`src/hw/rtl/tis_ram.sv`:
```
`timescale 1ns / 1ps
`default_nettype none
// ----------------------------------------------------------------------------
// Generic simple dual-port RAM
// One write port and one read port with a registered read. The read data
// holds while no read is issued.
// ----------------------------------------------------------------------------
module tis_ram #(
    parameter int WIDTH = 8,
    parameter int DEPTH = 256
) (
    input  wire logic                     i_clk,
    input  wire logic                     i_we,
    input  wire logic [$clog2(DEPTH)-1:0] i_waddr,
    input  wire logic [WIDTH-1:0]         i_wdata,
    input  wire logic                     i_re,
    input  wire logic [$clog2(DEPTH)-1:0] i_raddr,
    output logic      [WIDTH-1:0]         o_rdata
);

    logic [WIDTH-1:0] r_mem [DEPTH];

    always_ff @(posedge i_clk) begin
        if (i_we) begin
            r_mem[i_waddr] <= i_wdata;
        end
        if (i_re) begin
            o_rdata <= r_mem[i_raddr];
        end
    end

endmodule
`default_nettype wire

```
`config.mk`:
```
export PLATFORM = sky130hd
export DESIGN_NAME = tis_ram
export DESIGN_NICKNAME = d
export VERILOG_FILES = /design/src/hw/rtl/tis_ram.sv
export SDC_FILE = /design/constraint.sdc
export NUM_CORES = 2
export LEC_CHECK = 0
export BUFFER_PORTS_ARGS = -buffer_cell sky130_fd_sc_hd__buf_4
export CORE_ASPECT_RATIO = 1.1
export CORE_MARGIN = 10
export CORE_UTILIZATION = 60
export CTS_BUF_LIST = sky130_fd_sc_hd__clkbuf_8
export CTS_CLUSTER_DIAMETER = 100
export DETAILED_ROUTE_END_ITERATION = 10
export GPL_ROUTABILITY_DRIVEN = 0
export PLACE_DENSITY = 0.74
export SYNTH_ARGS = -nofsm -noshare
export SYNTH_HDL_FRONTEND = slang
export SYNTH_SLANG_ARGS = --single-unit
```
`constraint.sdc`:
```
create_clock -name i_clk -period 5.8 [get_ports i_clk]
set_input_delay 1.74 -clock i_clk [delete_from_list [all_inputs] [get_ports i_clk]]
set_output_delay 1.74 -clock i_clk [all_outputs]
set_load 0.02 [all_outputs]
```
Word-level counts from Yosys, hierarchy flattened

Memories as Yosys holds them, arrays and structs flattened. A register that Yosys moved wholly into a read port is not among the register bits.
Index checks and enable logic that the tools add are counted.

Flip-flop bits (word level): 0
Bits in writable memories: 2048
Output and inout bits: 8
Memories: 1

Memory list:

| memory | depth | width | read ports | clocked after Yosys merged registers in | wr ports | RTL line | text |
|---|---|---|---|---|---|---|---|
| r_mem  | 256   | 8     | 1          | 1                                       | 1        | 21       | `logic [WIDTH-1:0] r_mem [DEPTH];` |

Muxes and demuxes: 2

Operators with widths:

| cell              | count |
|---|---|
| two-way mux 1 bit | 2 |

Longest topological paths before layout

Depth in word-level cells: 2
Gate-level depth with buffers: 11

Worst setup path after synthesis

No wires, ideal clock.

Path kind: input to register
From: in i_raddr[0]
To: reg o_rdata[2] (read register of r_mem), data pin
Arrival time: 3.547 ns
Slack: 1.984 ns
Stages: 9
Cell sequence: buf_6 -> buf_12 -> buf_8 -> buf_2 -> mux4_2 -> a22oi_1 -> a21oi_1 -> nor4_1 -> nor4_2

RTL lines:

| item               | RTL line | text |
|---|---|---|
| start: declaration | 17       | `input wire logic [$clog2(DEPTH)-1:0] i_raddr,` |
| end: declaration   | 18       | `output logic [WIDTH-1:0] o_rdata` |

==> results.txt <==
----------------------------------------------------
[Synthesis]
  Gate Count Post-Synth ... 3733
  Total of warnings raised by yosys ... 0
  Netlist cell types ... 54
  Area share of the largest cell type after synthesis ... 77.5%
  Number of enable flip-flop cells after synthesis ... 2056
  Post-synth top flop ... sky130_fd_sc_hd__edfxtp_1
  Share of synthesized registers carrying an async set or reset ... 0%
  Register area share after synthesis ... 77.5%
  Most frequent cell after synthesis ... sky130_fd_sc_hd__edfxtp_1
  Average footprint of a synthesized cell ... 21.3 sq um
  Synth top area cells ... sky130_fd_sc_hd__edfxtp_1, sky130_fd_sc_hd__mux4_2, sky130_fd_sc_hd__mux2i_1
  Most instantiated cells after synthesis ... sky130_fd_sc_hd__edfxtp_1, sky130_fd_sc_hd__mux4_2, sky130_fd_sc_hd__nor2_1
  Number of flip-flops and latches in the synthesized netlist ... 2056
  Library cell occupying the most area in the post-synthesis netlist ... sky130_fd_sc_hd__edfxtp_1
  Cell area after technology mapping ... 79600 sq um
  Syn Nets ... 3760

[Detailed routing]
  WL per Instance ... 31.9 um
  Number of nets still failing antenna checks after routing ... 0
  First drt pass iteration count ... 6
  Iteration-0 DRC Markers ... 5102
  Number of design rule violations left after detail routing ... 0
  Via density per instance ... 6.68
  Total wire length ... 191000 um
  Via count of the routed design ... 40000

[STA]
  Tcrit/Tclk final ... 78.9%
  Final total negative setup slack ... 0 ns
  Clock period minus final worst setup slack ... 4.57 ns
  Unrepaired setup endpoints after global routing ... no
  Clock Skews ... 0.0678 ns
  Worst setup slack after layout ... 1.23 ns
  Fin Hold WS ... 1.10 ns
  Maximum frequency from static timing analysis ... 219 MHz
  Final Hold Viols ... 0
  Slew @ Worst Pin ... 1.43 ns
  Max transition margin ... 4.02%
  Max-slew violation total from the final report ... 0
  # setup viols final ... 0

[Outcome]
  Status ... finished, final reports clean

[Final layout]
  Final nets ... 4019
  Fraction of layout instances using a drive strength above 1 ... 23.9%
  Synthesis-to-layout area growth ... 10.1%
  Area used by multi-input combinational logic ... 16500 sq um
  Finished layout cell area ... 87700 sq um
  Final-layout fill cell count ... 8364
  Sequential standard cell area ... 61700 sq um
  End-of-flow core utilization ... 66.4%

[Setup path]
  Startpoint of the worst register-to-register path ... r_mem[8][7]
  Delay of the slowest critical-path stage ... 1.09 ns
  Slowest stage cell on the critical path ... sky130_fd_sc_hd__nor4_1
  Launch point of the worst path ... i_raddr[0]
  Crit path buffers/inverters ... 4
  Critical path data required time ... 6.51 ns
  Startpoint-to-endpoint class of the critical path ... in -> reg
  Critical path's top delay family ... buffers and inverters
  Launching element type of the critical path ... primary input
  Maximum fanout encountered on the critical timing path ... 33
  Arrival time worst endpoint ... 5.29 ns
  List of cells traversed by the critical path ... buf_8 > buf_12 > buf_4 > mux4_2 > a22oi_1 > a21oi_1 > nor4_1 > buf_4 > nor4_1
  CP endpoint kind ... register

[Clock tree]
  Clk slew on worst S/H paths ... 0.07 ns
  Clock tree from TritonCTS ... yes
  Number of levels in the clock H-tree ... 5
  Clk sinks ... 2056
  Clock tree root buffer cell ... sky130_fd_sc_hd__clkbuf_8
  Gates resized, CTS repair ... 0
  Source-to-sink clock delay at the later pin of the worst-skew pair ... 1.02 ns
  Post-CTS setup repair buffer count ... 0
  Maximum clock insertion buffer count ... 4
  Post-CTS Hold Buffers ... 0
  Cts bufs inserted ... 327

[Global route]
  First-pass GRT wire length ... 279000 um
  Initial antenna violation count ... 5
  Overflow after GRT ... 0
  Overall routing resource usage ... 25.9%
  Pin count of the biggest net entering global routing ... 137
  Number of global-route vias before repair ... 40400

[Die]
  Area inside the core boundary ... 132000 sq um
  Die Footprint ... 148000 sq um
  Die Span X ... 367 um
  Std cell rows ... 140
  Height of the chip ... 402 um
  Starting density of the core ... 60.3%
  IO Count ... 35

[Pwr]
  Leakage ... 27.4 nW
  Worst VDD drop ... 0.262 mV
  Power density over cell area ... 328 nW/um^2

[Worst hold path]
  Type of the most critical hold path ... reg -> reg
  Startpoint of the worst hold path ... r_mem[47][6]

[Placement]
  Placed cell area ... 82100 sq um
  HPWL reported at the end of detailed placement ... 116000 um
  Worst slack at placement ... 0.316 ns
  Buffers on Ports ... 34

[Flow run]
  Reported max-cap violation count ... 0

----------------------------------------------------
-- worst reg2reg max path, cell delays in order (launching register included) --
cell	delay (ns)
sky130_fd_sc_hd__edfxtp_1	0.37
sky130_fd_sc_hd__mux4_2	0.46
sky130_fd_sc_hd__a22oi_1	0.29
sky130_fd_sc_hd__a21oi_1	0.19
sky130_fd_sc_hd__nor4_1	1.10
sky130_fd_sc_hd__buf_4	0.27
sky130_fd_sc_hd__nor4_1	0.05
-- final cells by class --
| class | instances | share of cell area, % |
|---|---|---|
| diodes | 2 | 0.00571 |
| clock buffers | 335 | 5.26 |
| clock inverters | 212 | 1.09 |
| inverters | 2 | 0.00856 |
| multi-input cells | 1442 | 18.8 |
| flip-flops and latches | 2056 | 70.4 |
| well taps | 1775 | 2.53 |
| repair buffers | 163 | 1.90 |
-- worst paths after layout --
path,endpoint,slack (ns),cells past startpoint
max,o_rdata[7],1.23,9
max reg2reg,o_rdata[7],2.79,6
min reg2reg,o_rdata[6],1.10,5
min,o_rdata[6],1.10,5
-- layout by cell type, fill, tap and decap left out, types with 23 or more instances in the layout --
cell type / netlist / routed
sky130_fd_sc_hd__edfxtp_1: 2056 / 2056
sky130_fd_sc_hd__mux4_2: 454 / 454
sky130_fd_sc_hd__clkbuf_8: 0 / 339
sky130_fd_sc_hd__nor2_1: 282 / 279
sky130_fd_sc_hd__mux2i_1: 134 / 134
sky130_fd_sc_hd__a22oi_1: 133 / 133
sky130_fd_sc_hd__buf_4: 27 / 123
sky130_fd_sc_hd__inv_1: 1 / 99
sky130_fd_sc_hd__a21oi_1: 96 / 96
sky130_fd_sc_hd__clkinv_1: 1 / 81
sky130_fd_sc_hd__o221ai_1: 46 / 46
sky130_fd_sc_hd__nand3_1: 34 / 34
sky130_fd_sc_hd__nand2_1: 33 / 33
sky130_fd_sc_hd__buf_12: 8 / 30
sky130_fd_sc_hd__o22ai_1: 28 / 28
sky130_fd_sc_hd__nor2b_1: 31 / 28
sky130_fd_sc_hd__clkinv_2: 0 / 23
-- stage by stage --
step | cells | total power, mW
final | 5987 | 28.8
after global routing | 5987 | 29.6
after CTS | 5985 | 28.9
after detailed placement | 5438 | 18.2
after global placement | 5436 | 18.2
after floorplan | 3733 | 17.5
-- cell families after synthesis --
kind of cell / share of synthesized area (%)
AO/OA/AOI/OAI: 3.42
multiplexers: 14.6
AND/OR/NAND/NOR: 2.63
flip-flops: 77.5
buffers and inverters: 1.83
-- registers in the layout, summed over array words and instances (netlist names) --
name,count
r_mem,2048
o_rdata,8
-- power breakdown --
part	leakage, nW	internal (mW)	switching, mW
combinational	5.74	0.519	0.961
clock	3.21	5.49	5.36
sequential	18.5	16.4	0.0220
-- per-layer routing --
| layer | global-route usage (%) | routed length (um) | vias up |
|---|---|---|---|
| li1 | - | - | 16200 |
| met1 | 35.6 | 70200 | 20700 |
| met2 | 40.1 | 91800 | 2574 |
| met3 | 6.74 | 21700 | 428 |
| met4 | 9.96 | 7410 | 6 |
| met5 | 0 | 35 | - |
(Power assumes the default switching activity.)
